===== src/hdl/cwct_pkg.sv =====
// Shared types, codes and constants for the clock with countdown timer.
`timescale 1ns / 1ps

package cwct_pkg;

    // Kind of input beat
    typedef enum logic [1:0] {
        MODE_CLK_TICK = 2'd0,
        MODE_TMR_TICK = 2'd1,
        MODE_BLINK    = 2'd2,
        MODE_KEY      = 2'd3
    } t_mode;

    // Operating phase
    typedef enum logic [2:0] {
        PH_SET_CLK_HR  = 3'd0,
        PH_SET_CLK_MIN = 3'd1,
        PH_SET_TMR_HR  = 3'd2,
        PH_SET_TMR_MIN = 3'd3,
        PH_CLOCK       = 3'd4,
        PH_TMR_RUN     = 3'd5,
        PH_ALARM       = 3'd6
    } t_phase;

    // Key codes
    localparam logic [3:0] KEY_UP     = 4'd4;
    localparam logic [3:0] KEY_SWITCH = 4'd8;
    localparam logic [3:0] KEY_DOWN   = 4'd12;

    // Configuration register indexes
    localparam logic [1:0] CFG_CLK_DIV   = 2'd0;
    localparam logic [1:0] CFG_TMR_DIV   = 2'd1;
    localparam logic [1:0] CFG_BLINK_DIV = 2'd2;

    localparam logic [5:0] HOUR_TOP   = 6'd23;
    localparam logic [5:0] MIN_TOP    = 6'd59;
    localparam logic [5:0] SEC_RELOAD = 6'd60;

    typedef struct packed {
        logic [15:0] clk_div;
        logic [15:0] tmr_div;
        logic [15:0] blink_div;
    } t_cfg;

    // State as seen by the display formatter
    typedef struct packed {
        t_phase      phase;
        logic [4:0]  clk_hr;
        logic [5:0]  clk_min;
        logic [4:0]  tmr_hr;
        logic [5:0]  tmr_min;
        logic        blink;
        logic        lamp;
    } t_view;

    // Result beat, last field in the lowest bits
    typedef struct packed {
        logic [2:0] phase_now;
        logic       alarm_on;
        logic       lamp_on;
        logic       minute_tens_blank;
        logic       hour_tens_blank;
        logic [3:0] minute_units;
        logic [2:0] minute_tens;
        logic [3:0] hour_units;
        logic [1:0] hour_tens;
    } t_result;

    function automatic logic [5:0] fn_wrap_up(input logic [5:0] v, input logic [5:0] top);
        fn_wrap_up = (v >= top) ? 6'd0 : 6'(v + 6'd1);
    endfunction

    function automatic logic [5:0] fn_wrap_down(input logic [5:0] v, input logic [5:0] top);
        fn_wrap_down = (v == 6'd0 || v > top) ? top : 6'(v - 6'd1);
    endfunction

endpackage


===== src/hdl/cwct_state.sv =====
// State registers and next-state logic of the clock, timer and blink phase.
`timescale 1ns / 1ps

module cwct_state (
    input  logic           i_clk,
    input  logic           i_rst_n,
    input  logic           i_fire,
    input  cwct_pkg::t_mode i_mode,
    input  logic [3:0]     i_key,
    input  cwct_pkg::t_cfg i_cfg,
    output cwct_pkg::t_view o_view
);
    import cwct_pkg::*;

    t_phase      r_phase, n_phase;
    logic [4:0]  r_clk_hr, n_clk_hr;
    logic [5:0]  r_clk_min, n_clk_min;
    logic [5:0]  r_clk_sec, n_clk_sec;
    logic [15:0] r_clk_pre, n_clk_pre;
    logic [4:0]  r_tmr_hr, n_tmr_hr;
    logic [5:0]  r_tmr_min, n_tmr_min;
    logic [5:0]  r_tmr_sec, n_tmr_sec;
    logic [15:0] r_tmr_pre, n_tmr_pre;
    logic [15:0] r_blink_pre, n_blink_pre;
    logic        r_blink, n_blink;
    logic        r_lamp, n_lamp;

    always_ff @(posedge i_clk) begin
        if (!i_rst_n) begin
            r_phase     <= PH_SET_CLK_HR;
            r_clk_hr    <= '0;
            r_clk_min   <= '0;
            r_clk_sec   <= '0;
            r_clk_pre   <= '0;
            r_tmr_hr    <= '0;
            r_tmr_min   <= '0;
            r_tmr_sec   <= SEC_RELOAD;
            r_tmr_pre   <= '0;
            r_blink_pre <= '0;
            r_blink     <= 1'b0;
            r_lamp      <= 1'b0;
        end else begin
            r_phase     <= n_phase;
            r_clk_hr    <= n_clk_hr;
            r_clk_min   <= n_clk_min;
            r_clk_sec   <= n_clk_sec;
            r_clk_pre   <= n_clk_pre;
            r_tmr_hr    <= n_tmr_hr;
            r_tmr_min   <= n_tmr_min;
            r_tmr_sec   <= n_tmr_sec;
            r_tmr_pre   <= n_tmr_pre;
            r_blink_pre <= n_blink_pre;
            r_blink     <= n_blink;
            r_lamp      <= n_lamp;
        end
    end

    always_comb begin
        logic [15:0] clk_inc;
        logic [15:0] tmr_inc;
        logic [15:0] blink_inc;
        clk_inc     = 16'(r_clk_pre + 16'd1);
        tmr_inc     = 16'(r_tmr_pre + 16'd1);
        blink_inc   = 16'(r_blink_pre + 16'd1);
        n_phase     = r_phase;
        n_clk_hr    = r_clk_hr;
        n_clk_min   = r_clk_min;
        n_clk_sec   = r_clk_sec;
        n_clk_pre   = r_clk_pre;
        n_tmr_hr    = r_tmr_hr;
        n_tmr_min   = r_tmr_min;
        n_tmr_sec   = r_tmr_sec;
        n_tmr_pre   = r_tmr_pre;
        n_blink_pre = r_blink_pre;
        n_blink     = r_blink;
        n_lamp      = r_lamp;

        if (i_fire) begin
            case (i_mode)
                MODE_CLK_TICK: begin
                    // Clock stands still only while its own fields are being set.
                    if (r_phase[2] || r_phase[1]) begin
                        if (clk_inc >= i_cfg.clk_div) begin
                            n_clk_pre = '0;
                            if (r_clk_sec >= MIN_TOP) begin
                                n_clk_sec = '0;
                                if (r_clk_min >= MIN_TOP) begin
                                    n_clk_min = '0;
                                    n_clk_hr  = (r_clk_hr >= 5'(HOUR_TOP)) ? 5'd0
                                                                          : 5'(r_clk_hr + 5'd1);
                                end else begin
                                    n_clk_min = 6'(r_clk_min + 6'd1);
                                end
                            end else begin
                                n_clk_sec = 6'(r_clk_sec + 6'd1);
                            end
                        end else begin
                            n_clk_pre = clk_inc;
                        end
                    end
                end
                MODE_TMR_TICK: begin
                    if (r_phase == PH_TMR_RUN) begin
                        if (tmr_inc >= i_cfg.tmr_div) begin
                            n_tmr_pre = '0;
                            if (r_tmr_sec > 6'd1 && r_tmr_sec <= SEC_RELOAD) begin
                                n_tmr_sec = 6'(r_tmr_sec - 6'd1);
                            end else begin
                                n_tmr_sec = SEC_RELOAD;
                                if (r_tmr_min != 6'd0) begin
                                    n_tmr_min = 6'(r_tmr_min - 6'd1);
                                    if (r_tmr_min == 6'd1 && r_tmr_hr == 5'd0) begin
                                        n_phase = PH_ALARM;
                                    end
                                end else if (r_tmr_hr != 5'd0) begin
                                    n_tmr_min = MIN_TOP;
                                    n_tmr_hr  = 5'(r_tmr_hr - 5'd1);
                                end else begin
                                    n_phase = PH_ALARM;
                                end
                            end
                        end else begin
                            n_tmr_pre = tmr_inc;
                        end
                    end
                end
                MODE_BLINK: begin
                    if (!r_phase[2]) begin
                        if (blink_inc >= i_cfg.blink_div) begin
                            n_blink_pre = '0;
                            n_blink     = !r_blink;
                            if (r_phase[1]) begin
                                n_lamp = !r_lamp;
                            end
                        end else begin
                            n_blink_pre = blink_inc;
                        end
                    end
                end
                default: begin
                    // Key press: any key in a setting phase shows the digit again.
                    if (!r_phase[2]) begin
                        n_blink = 1'b0;
                        if (i_key == KEY_UP) begin
                            case (r_phase[1:0])
                                2'd0:    n_clk_hr  = 5'(fn_wrap_up({1'b0, r_clk_hr}, HOUR_TOP));
                                2'd1:    n_clk_min = fn_wrap_up(r_clk_min, MIN_TOP);
                                2'd2:    n_tmr_hr  = 5'(fn_wrap_up({1'b0, r_tmr_hr}, HOUR_TOP));
                                default: n_tmr_min = fn_wrap_up(r_tmr_min, MIN_TOP);
                            endcase
                        end else if (i_key == KEY_DOWN) begin
                            case (r_phase[1:0])
                                2'd0:    n_clk_hr  = 5'(fn_wrap_down({1'b0, r_clk_hr}, HOUR_TOP));
                                2'd1:    n_clk_min = fn_wrap_down(r_clk_min, MIN_TOP);
                                2'd2:    n_tmr_hr  = 5'(fn_wrap_down({1'b0, r_tmr_hr}, HOUR_TOP));
                                default: n_tmr_min = fn_wrap_down(r_tmr_min, MIN_TOP);
                            endcase
                        end
                    end
                    if (i_key == KEY_SWITCH) begin
                        unique case (r_phase)
                            PH_SET_CLK_HR: n_phase = PH_SET_CLK_MIN;
                            PH_SET_CLK_MIN: begin
                                n_phase = PH_SET_TMR_HR;
                                n_lamp  = 1'b0;
                            end
                            PH_SET_TMR_HR: n_phase = PH_SET_TMR_MIN;
                            PH_SET_TMR_MIN: begin
                                // A timer of zero is not started.
                                if (r_tmr_hr == 5'd0 && r_tmr_min == 6'd0) begin
                                    n_phase = PH_CLOCK;
                                end else begin
                                    n_tmr_sec = SEC_RELOAD;
                                    n_tmr_pre = '0;
                                    n_phase   = PH_TMR_RUN;
                                end
                            end
                            PH_CLOCK: begin
                                n_phase = PH_SET_TMR_HR;
                                n_lamp  = 1'b0;
                                n_blink = 1'b0;
                            end
                            PH_TMR_RUN: begin
                                n_tmr_hr  = '0;
                                n_tmr_min = '0;
                                n_phase   = PH_CLOCK;
                            end
                            default: n_phase = PH_CLOCK;
                        endcase
                    end
                end
            endcase
        end
    end

    assign o_view = '{
        phase:   r_phase,
        clk_hr:  r_clk_hr,
        clk_min: r_clk_min,
        tmr_hr:  r_tmr_hr,
        tmr_min: r_tmr_min,
        blink:   r_blink,
        lamp:    r_lamp
    };

endmodule


===== src/hdl/cwct_disp.sv =====
// Display formatter: picks clock or timer, splits into BCD digits, sets flags.
`timescale 1ns / 1ps

module cwct_disp (
    input  cwct_pkg::t_view   i_view,
    output cwct_pkg::t_result o_result
);
    import cwct_pkg::*;

    logic       timer_shown;
    logic [4:0] hr;
    logic [5:0] mins;
    logic [1:0] hr_tens;
    logic [4:0] hr_rem;
    logic [2:0] min_tens;
    logic [5:0] min_rem;

    always_comb begin
        timer_shown = (i_view.phase == PH_SET_TMR_HR) || (i_view.phase == PH_SET_TMR_MIN) ||
                      (i_view.phase == PH_TMR_RUN) || (i_view.phase == PH_ALARM);
        hr   = timer_shown ? i_view.tmr_hr : i_view.clk_hr;
        mins = timer_shown ? i_view.tmr_min : i_view.clk_min;
        if (hr > 5'(HOUR_TOP)) begin
            hr = 5'(HOUR_TOP);
        end
        if (mins > MIN_TOP) begin
            mins = MIN_TOP;
        end

        // Digit split by comparison against the tens boundaries.
        if (hr >= 5'd20) begin
            hr_tens = 2'd2;
            hr_rem  = 5'(hr - 5'd20);
        end else if (hr >= 5'd10) begin
            hr_tens = 2'd1;
            hr_rem  = 5'(hr - 5'd10);
        end else begin
            hr_tens = 2'd0;
            hr_rem  = hr;
        end

        if (mins >= 6'd50) begin
            min_tens = 3'd5;
            min_rem  = 6'(mins - 6'd50);
        end else if (mins >= 6'd40) begin
            min_tens = 3'd4;
            min_rem  = 6'(mins - 6'd40);
        end else if (mins >= 6'd30) begin
            min_tens = 3'd3;
            min_rem  = 6'(mins - 6'd30);
        end else if (mins >= 6'd20) begin
            min_tens = 3'd2;
            min_rem  = 6'(mins - 6'd20);
        end else if (mins >= 6'd10) begin
            min_tens = 3'd1;
            min_rem  = 6'(mins - 6'd10);
        end else begin
            min_tens = 3'd0;
            min_rem  = mins;
        end

        o_result.hour_tens    = hr_tens;
        o_result.hour_units   = hr_rem[3:0];
        o_result.minute_tens  = min_tens;
        o_result.minute_units = min_rem[3:0];
        o_result.hour_tens_blank = i_view.blink &&
            ((i_view.phase == PH_SET_CLK_HR) || (i_view.phase == PH_SET_TMR_HR));
        o_result.minute_tens_blank = i_view.blink &&
            ((i_view.phase == PH_SET_CLK_MIN) || (i_view.phase == PH_SET_TMR_MIN));
        if (i_view.phase == PH_TMR_RUN) begin
            o_result.lamp_on = 1'b1;
        end else if ((i_view.phase == PH_SET_TMR_HR) || (i_view.phase == PH_SET_TMR_MIN)) begin
            o_result.lamp_on = i_view.lamp;
        end else begin
            o_result.lamp_on = 1'b0;
        end
        o_result.alarm_on  = (i_view.phase == PH_ALARM);
        o_result.phase_now = i_view.phase;
    end

endmodule


===== src/hdl/clock_with_countdown_timer.sv =====
// Top level: stream ports, configuration registers, input and result registers.
// A beat in the input register fires once the result side can advance; the state
// registers and the pending flag are loaded together, and its result is then
// offered on m_axis straight from the formatter.
// Throughput: one beat per cycle while m_axis accepts results; the only loop is
// the state update from the input register.
// Reset (synchronous, active low): set clock hour phase, clock 00:00:00,
// timer 00:00, all dividers 1, pipeline empty.
`timescale 1ns / 1ps

module clock_with_countdown_timer (
    input  logic        i_clk,
    input  logic        i_rst_n,
    // Input stream
    input  logic        s_axis_tvalid,
    output logic        s_axis_tready,
    input  logic [7:0]  s_axis_tdata,   // [3:0] key_code, [7:4] zero
    input  logic [1:0]  s_axis_tuser,   // [1:0] mode
    // Result stream
    output logic        m_axis_tvalid,
    input  logic        m_axis_tready,
    output logic [23:0] m_axis_tdata,   // [1:0] hour_tens, [5:2] hour_units,
                                        // [8:6] minute_tens, [12:9] minute_units,
                                        // [13] hour_tens_blank, [14] minute_tens_blank,
                                        // [15] lamp_on, [16] alarm_on, [19:17] phase_now,
                                        // [23:20] zero
    // Configuration write port
    input  logic        i_cfg_we,
    input  logic [1:0]  i_cfg_idx,
    input  logic [15:0] i_cfg_data
);
    import cwct_pkg::*;

    // Configuration registers. Writes to an index beyond the list are dropped.
    t_cfg r_cfg;

    always_ff @(posedge i_clk) begin
        if (!i_rst_n) begin
            r_cfg.clk_div   <= 16'd1;
            r_cfg.tmr_div   <= 16'd1;
            r_cfg.blink_div <= 16'd1;
        end else if (i_cfg_we) begin
            case (i_cfg_idx)
                CFG_CLK_DIV:   r_cfg.clk_div   <= i_cfg_data;
                CFG_TMR_DIV:   r_cfg.tmr_div   <= i_cfg_data;
                CFG_BLINK_DIV: r_cfg.blink_div <= i_cfg_data;
                default:       r_cfg <= r_cfg;
            endcase
        end
    end

    // The input register holds one beat; it moves on whenever the result
    // register is empty or being emptied, so a waiting result holds the input
    // off only once the input register is full as well.
    logic       r_in_valid;
    t_mode      r_mode;
    logic [3:0] r_key;
    logic       advance;
    logic       fire;

    assign advance       = !m_axis_tvalid || m_axis_tready;
    assign fire          = r_in_valid && advance;
    assign s_axis_tready = !r_in_valid || advance;

    always_ff @(posedge i_clk) begin
        if (!i_rst_n) begin
            r_in_valid <= 1'b0;
        end else if (s_axis_tready) begin
            r_in_valid <= s_axis_tvalid;
        end
    end

    always_ff @(posedge i_clk) begin
        if (s_axis_tready && s_axis_tvalid) begin
            r_mode <= t_mode'(s_axis_tuser);
            r_key  <= s_axis_tdata[3:0];
        end
    end

    // State update: the beat in the input register is applied when it fires.
    t_view   view_next;
    t_view   view_now;
    t_result result;

    cwct_state u_state (
        .i_clk   (i_clk),
        .i_rst_n (i_rst_n),
        .i_fire  (fire),
        .i_mode  (r_mode),
        .i_key   (r_key),
        .i_cfg   (r_cfg),
        .o_view  (view_now)
    );

    // The result shows the state after the beat, so the display is formed
    // from the registered state after the update; the result register is
    // loaded from the state that the fired beat left behind.
    assign view_next = view_now;

    cwct_disp u_disp (
        .i_view   (view_next),
        .o_result (result)
    );

    // Result register. It is loaded in the cycle after a beat fires, when the
    // state registers already hold that beat's outcome. If the result is taken
    // in that same cycle there is nothing left to hold.
    logic    r_pend;
    logic    r_out_valid;
    t_result r_out;

    always_ff @(posedge i_clk) begin
        if (!i_rst_n) begin
            r_pend <= 1'b0;
        end else begin
            r_pend <= fire;
        end
    end

    always_ff @(posedge i_clk) begin
        if (!i_rst_n) begin
            r_out_valid <= 1'b0;
        end else if (r_pend) begin
            r_out_valid <= !m_axis_tready;
        end else if (m_axis_tready) begin
            r_out_valid <= 1'b0;
        end
    end

    always_ff @(posedge i_clk) begin
        if (r_pend) begin
            r_out <= result;
        end
    end

    // While a load is pending the fresh result is offered straight from the
    // formatter; the result register keeps it only when that offer is not taken.
    assign m_axis_tvalid = r_out_valid || r_pend;
    assign m_axis_tdata  = {4'd0, (r_pend ? result : r_out)};

`ifndef SYNTHESIS
    a_fire_gives_result: assert property (@(posedge i_clk) disable iff (!i_rst_n)
        fire |=> m_axis_tvalid)
        else $error("fired beat produced no result");

    a_clock_in_range: assert property (@(posedge i_clk) disable iff (!i_rst_n)
        (view_now.clk_hr <= 5'd23) && (view_now.clk_min <= 6'd59))
        else $error("clock fields out of range");

    a_ready_only_when_blocked: assert property (@(posedge i_clk) disable iff (!i_rst_n)
        !s_axis_tready |-> (r_in_valid && m_axis_tvalid && !m_axis_tready))
        else $error("input stalled without a blocked result");

    a_alarm_from_run: assert property (@(posedge i_clk) disable iff (!i_rst_n)
        ($rose(view_now.phase == PH_ALARM)) |-> ($past(view_now.phase) == PH_TMR_RUN))
        else $error("alarm entered from a phase other than timer running");
`endif

endmodule

===== config.mk =====
export PLATFORM = sky130hd
export DESIGN_NAME = clock_with_countdown_timer
export DESIGN_NICKNAME = d
export VERILOG_FILES = /design/src/hdl/cwct_pkg.sv /design/src/hdl/cwct_state.sv /design/src/hdl/cwct_disp.sv /design/src/hdl/clock_with_countdown_timer.sv
export SDC_FILE = /design/constraint.sdc
export NUM_CORES = 1
export LEC_CHECK = 0
export BUFFER_PORTS_ARGS = -buffer_cell sky130_fd_sc_hd__buf_2
export CAP_MARGIN = 20
export CORE_MARGIN = 2
export CORE_UTILIZATION = 35
export CTS_BUF_LIST = sky130_fd_sc_hd__clkbuf_16
export DETAILED_ROUTE_END_ITERATION = 8
export GPL_ROUTABILITY_DRIVEN = 0
export PLACE_DENSITY = 0.56
export SLEW_MARGIN = 20
export SYNTH_ARGS = -nofsm -noshare
export SYNTH_HDL_FRONTEND = slang
export SYNTH_SLANG_ARGS = --single-unit

===== constraint.sdc =====
create_clock -name i_clk -period 8.7 [get_ports i_clk]
set_input_delay 0.87 -clock i_clk [delete_from_list [all_inputs] [get_ports i_clk]]
set_output_delay 0.87 -clock i_clk [all_outputs]
set_load 0.01 [all_outputs]

== Word-level counts from Yosys, hierarchy flattened ==
Cells that the tools add are included.
W data, S select, Z words.

* Input bits: 33
* Output and inout bits: 26
* Word-level logic and storage cells: 292
* Register bits after elaboration: 164

* Reduce and logical (&&, ||, !) cells: 61
* Muxes and demuxes: 115
* $add $sub $neg: 22
* Order comparisons: 24
* Bitwise operators: 4
* Eq/ne operators: 37

{| class="wikitable"
|+ Operators by type and width
! operator !! number
|-
| $mux W6 || 33
|-
| $mux W5 || 28
|-
| $mux W16 || 7
|-
| $add A16 B1 Y16 const B || 3
|-
| $ge A16 B16 Y1 || 3
|-
| $pmux W6 S2 || 3
|-
| $mux W3 || 11
|-
| $pmux W16 S2 || 1
|-
| $ge A6 B6 Y1 const B || 5
|-
| $mux W4 || 7
|-
| $reduce_and A7 Y1 || 3
|-
| $ge A5 B5 Y1 const B || 4
|-
| $mux W20 || 1
|-
| $pmux W5 S2 || 2
|-
| $add A6 B1 Y6 const B || 3
|-
| $gt A6 B6 Y1 const B || 3
|-
| $ne A2 B1 Y1 const B || 9
|-
| $sub A6 B1 Y6 const B || 3
|-
| $mux W1 || 17
|-
| $sub A4 B4 Y4 const B || 4
|-
| $add A5 B1 Y5 const B || 3
|-
| $gt A5 B5 Y1 const B || 3
|-
| $ne A3 B3 Y1 const B || 5
|-
| $sub A5 B1 Y5 const B || 3
|-
| 43 further kinds || 99
|}

== Depth between registers and ports, before layout ==
* Depth after elaboration: 14
* Depth in mapped cells: 17
* Gate-level depth less buffers: 16

== Modules after synthesis ==
From an unflattened synthesis, not the netlist that was laid out.

* Cell total of the unflattened synthesis: 1357
* Area total of the unflattened synthesis: 11088.1 um2

{| class="wikitable"
|+ By module, submodules not included
! module !! area an instance (um2) !! sequential area each (um2) !! cells an instance !! times used
|-
| cwct_state || 7304.5 || 1741.7 || 958 || 1
|-
| clock_with_countdown_timer || 2695.1 || 1601.5 || 244 || 1
|-
| cwct_disp || 1088.5 || 0.0 || 155 || 1
|}

== Least setup slack after synthesis ==
No wires, ideal clock.

* Path kind: reg2out
* Start: register u_state.r_phase[1]
* End: output m_axis_tdata[11]
* Arrival time: 3.302 ns
* Required time: 7.830 ns
* Cell stages (with the launch flop): 15
* Buffers on the path: 2
* Slack: 4.528 ns
* Path through: dfxtp_1 > buf_4 > and3b_1 > buf_4 > nor2_4 > mux2_2 > a31oi_1 > inv_1 > ha_1 > nand4_1 > o21ai_0 > o31ai_1 > o21ai_0 > o32a_1 > a21oi_1

* Longest elaborated chain between the ends: 14
* Elaborated cells on any way between the ends: 26
* Those cells by class: 5 x add/sub; 6 x order compare; 4 x eq/ne; 8 x mux; 3 x reduce/logical

{| class="wikitable"
|+ Ends and longest elaborated chain
! item !! RTL line !! RTL
|-
| from (decl) || cwct_state.sv:15 || <nowiki>t_phase r_phase, n_phase;</nowiki>
|-
| from (signal assigned) || cwct_state.sv:43 || <nowiki>r_phase <= n_phase;</nowiki>
|-
| $eq A3 B2 Y1 || cwct_disp.sv:19 || <nowiki>timer_shown = (i_view.phase == PH_SET_TMR_HR) || (i_view.phase == PH_SET_TMR_MIN) ||</nowiki>
|-
| $logic_or A1 B1 Y1 (2 in a row) || cwct_disp.sv:19 ||
|-
| $logic_or A1 B1 Y1 (*) || cwct_disp.sv:20 || <nowiki>(i_view.phase == PH_TMR_RUN) || (i_view.phase == PH_ALARM);</nowiki>
|-
| $mux W6 (*) || cwct_disp.sv:22 || <nowiki>mins = timer_shown ? i_view.tmr_min : i_view.clk_min;</nowiki>
|-
| $gt A6 B6 Y1 || cwct_disp.sv:26 || <nowiki>if (mins > MIN_TOP) begin</nowiki>
|-
| $mux W6 (*) || cwct_disp.sv:26 ||
|-
| $ge A6 B4 Y1 or $sub A4 B4 Y4 (tied branches) || cwct_disp.sv:54, cwct_disp.sv:56 ||
|-
| $mux W4 || cwct_disp.sv:54 || <nowiki>end else if (mins >= 6'd10) begin</nowiki>
|-
| $mux W4 || cwct_disp.sv:51 || <nowiki>end else if (mins >= 6'd20) begin</nowiki>
|-
| $mux W4 || cwct_disp.sv:48 || <nowiki>end else if (mins >= 6'd30) begin</nowiki>
|-
| $mux W4 || cwct_disp.sv:45 || <nowiki>end else if (mins >= 6'd40) begin</nowiki>
|-
| $mux W4 (*) || cwct_disp.sv:42 || <nowiki>if (mins >= 6'd50) begin</nowiki>
|-
| $mux W20 (*) || n/a ||
|-
| to (decl) || clock_with_countdown_timer.sv:22 || <nowiki>output logic [23:0] m_axis_tdata,</nowiki>
|}

Every way passes the cells marked *; elsewhere a longest branch is shown, timed or not.

== Final worst setup path ==
Ends and elaborated chain as after synthesis.

==> results by group <==
Clocking
  • CTS sink cnt: 164
  • Worst-path clk slew: 70 ps
  • Worst-Skew Late Latency: 450 ps
  • Clock root buffer master: clkbuf_16
  • CTS tree: done
  • Post-CTS sizing: 0
  • Setup bufs post-CTS: 0
  • Max clock buf depth: 2
  • # hold bufs at CTS: 0
  • Clock buffers created by TritonCTS: 17
  • H-tree depth: 4

Finish
  • # diodes: 0
  • Layout cells sized above 1: 8.94%
  • Area grow syn2layout: 9.89%
  • Layout net count: 1554

Yosys
  • Avg Cell Area, Syn: approximately 7.6 sq um
  • Area share of the largest cell type after synthesis: 28.9%
  • Cell count after synthesis: 1445
  • Synth Cell Area: between 0.01 and 0.015 sq mm
  • Synth area leaders: dfxtp_1 29%, ha_1 9.0%, nand2_1 7.4%
  • YS warnings: 0
  • Top cell type by total area after synthesis: dfxtp_1
  • Async SR Flop Fraction: 0%
  • FF+latch count, synth: 164
  • Unique masters post-synth: 83
  • Seq/Total Area, Yosys: 30.5%
  • EDFF count, synth: 6
  • Predominant post-synthesis flop cell: dfxtp_1

Worst setup path
  • Max FO, Critical Path: 26
  • CP startpoint kind: register
  • Reg2reg path depth: 12
  • Flop2flop setup slack: 3990 ps
  • Critical Path AT: roughly 5200 ps
  • CP Capture Type: primary output
  • Worst Setup EP: m_axis_tdata[11]
  • Crit. Startpoint: u_state.r_phase[1]
  • Crit path required time: 7830 ps
  • R2r endpoint: r_out[11]
  • CP Class: reg -> out
  • RR Startpoint: u_state.r_phase[1]

Floorplan
  • Starting Density: between 30% and 40%
  • Core area: 0.0307 sq mm
  • Die H: 181 microns
  • Die Wd: 181 microns
  • Io pins: 59
  • DIE AREA: 0.0327 sq mm
  • Row cnt: 64

Route
  • Via density: 5.52
  • Number of remaining DRC errors: 0
  • Initial DRT Pass Iterations: 6
  • Routed Antenna Nets: 0
  • Initial drt markers: about 970
  • Final WL: ~29000 microns
  • Per-cell routed wire length: roughly 16 microns
  • Vias: 10200

STA
  • Worst hold slack: about 460 ps
  • Worst-Margin Slew: 1080 ps
  • RSZ-0062 raised after global routing: no
  • Hold Vio Cnt, Final: 0
  • Slew headroom: 28.2%
  • Maximum clock rate: 0.164 GHz
  • Setup Skew: slightly above 10 ps
  • Final TNS setup: 0 ps
  • Worst setup margin: roughly 2600 ps
  • Period utilisation layout: 70.1%
  • Endpoints failing setup: 0
  • Tmin final: approximately 6000 ps
  • Final Max Tran Viols: 0

GRT
  • Vias in the first global route: between 9000 and 10000
  • First-pass GRT wire length: between 40000 and 50000 microns
  • Number of antenna violations at the first check in global routing: 0
  • Largest net degree at the start of global routing: 96
  • Congestion Overflow GR: 0
  • Gr usage total: between 10% and 20%

Placement
  • Final HPWL DP: a little over 20000 microns
  • # port buffers: 50
  • Pre-CTS setup slack: between 3000 and 4000 ps

Worst hold path
  • Hold Crit Class: reg -> reg

Flow run
  • Maxcap violations: 0

Power
  • Power per cell area: 153 mW/mm^2
  • Leakage power total: 4.72 nW
  • Maximum VDD drop: 149 uV
  • Total power: between 1.5 and 2 mW

Status
  • Status: finished, final reports clean
[per-stage QoR]
stage / utilization [%] / cell area [sq um] / instances
2_1_floorplan: - / 11000 / 1448
3_3_place_gp: 37.3 / 11400 / 1819
3_5_place_dp: 37.3 / 11400 / 1819
4_1_cts: 39.2 / 12000 / 1850
5_1_grt: 39.2 / 12000 / 1850
6_report: 39.2 / 12000 / 1850
[worst min-delay path by stage]
stage / start / end / slack, ps / cells after the start
global route: r_cfg[12] / r_cfg[12] / 470 / 2
finish: r_cfg[22] / r_cfg[22] / 460 / 2
global placement: r_out[8] / r_out[8] / 440 / 2
floorplan: r_cfg[10] / r_cfg[10] / 440 / 2
CTS: r_cfg[26] / r_cfg[26] / 460 / 2
detailed placement: r_out[8] / r_out[8] / 440 / 2
[cells in the final DEF, fill, tap and decap left out, drive strengths merged, types with 7 or more instances in the layout]
master	netlist	routed
nand4	20	20
nor2	98	98
buf	18	61
o22ai	11	11
mux2	8	8
clkbuf	68	17
a31oi	13	13
a211o	8	8
a21o	21	21
dfxtp	158	158
xnor2	25	25
or2	9	9
mux2i	11	11
nor2b	19	19
inv	85	90
nand2	215	215
ha	79	79
o211ai	12	12
nand3b	15	15
o41ai	7	7
or4	9	9
nor3	36	36
o21a	7	7
a21oi	160	160
and2	13	13
a22o	11	11
nand3	52	52
xor2	27	27
nand2b	7	7
and3	19	19
or3	8	8
o21ai	87	87
a211oi	9	9
[cells by family (layout without fill, tap and decap cells)]
group,after synthesis,in the layout,share of synthesized area (%)
adder cells (fa/ha/maj),79,79,9.03
AO/OA/AOI/OAI,411,411,23.9
AND/OR/NAND/NOR,548,548,24.2
XOR/XNOR,52,52,4.16
other,1,4,0.0343
multiplexers,19,19,1.86
buffers and inverters,171,177,6.18
flip-flops,164,164,30.5
[critical path, cell delays in order (launching register included)]
cell and delay (ps):
dfxtp_1 720, and3b_1 360, nor2_4 540, mux2_2 490, a31oi_1 480, inv_1 250, ha_1 280, nand4_1 70
o21ai_0 160, o31ai_1 520, o21ai_0 170, o32a_1 380, a21oi_1 190, buf_2 160
[flip-flops by register name (all words and copies together), names as in the netlist, 2 cells and up]
name / count
r_out: 20
u_state.r_clk_hr: 5
u_state.r_clk_min: 6
u_state.r_tmr_sec: 6
u_state.r_blink_pre: 16
r_mode: 2
r_key: 4
u_state.r_tmr_min: 6
u_state.r_clk_pre: 16
r_cfg: 48
u_state.r_phase: 3
u_state.r_clk_sec: 6
u_state.r_tmr_pre: 16
u_state.r_tmr_hr: 5
[layout make-up]
type / count / area (sq um)
clock buffers: 17 / 425
clock inverters: 14 / 174
fillers: 3203 / 18600
inverters: 85 / 320
multi-input cells: 1113 / 6940
flip-flops and latches: 164 / 3340
well taps: 396 / 495
repair buffers: 61 / 333
[where the power goes]
group	internal, mW	switching, mW	total (mW)
Clock	0.455	0.349	0.804
Combinational	0.0826	0.153	0.236
Sequential	0.780	0.0219	0.802
[layer usage]
layer	track usage (%)	wire [microns]	part of all wire, %
met3	2.78	1340	4.6
met1	24.8	14200	49
met2	28.1	13100	45
met4	5.84	574	2.0
met5	0	0	0
[cell usage after synthesis, types with 13 or more instances]
library cell and number:
nand2_1 215, a21oi_1 160, dfxtp_1 158, nor2_1 95
o21ai_0 85, inv_1 84, ha_1 79, clkbuf_1 68
nand3_1 52, nor3_1 36, xor2_1 27, xnor2_1 25
a21o_1 21, nand4_1 20, and3_1 19, nor2b_1 19
nand3b_1 15, a31oi_1 13, and2_1 13
Note: power is estimated with default switching activity, not from simulation.
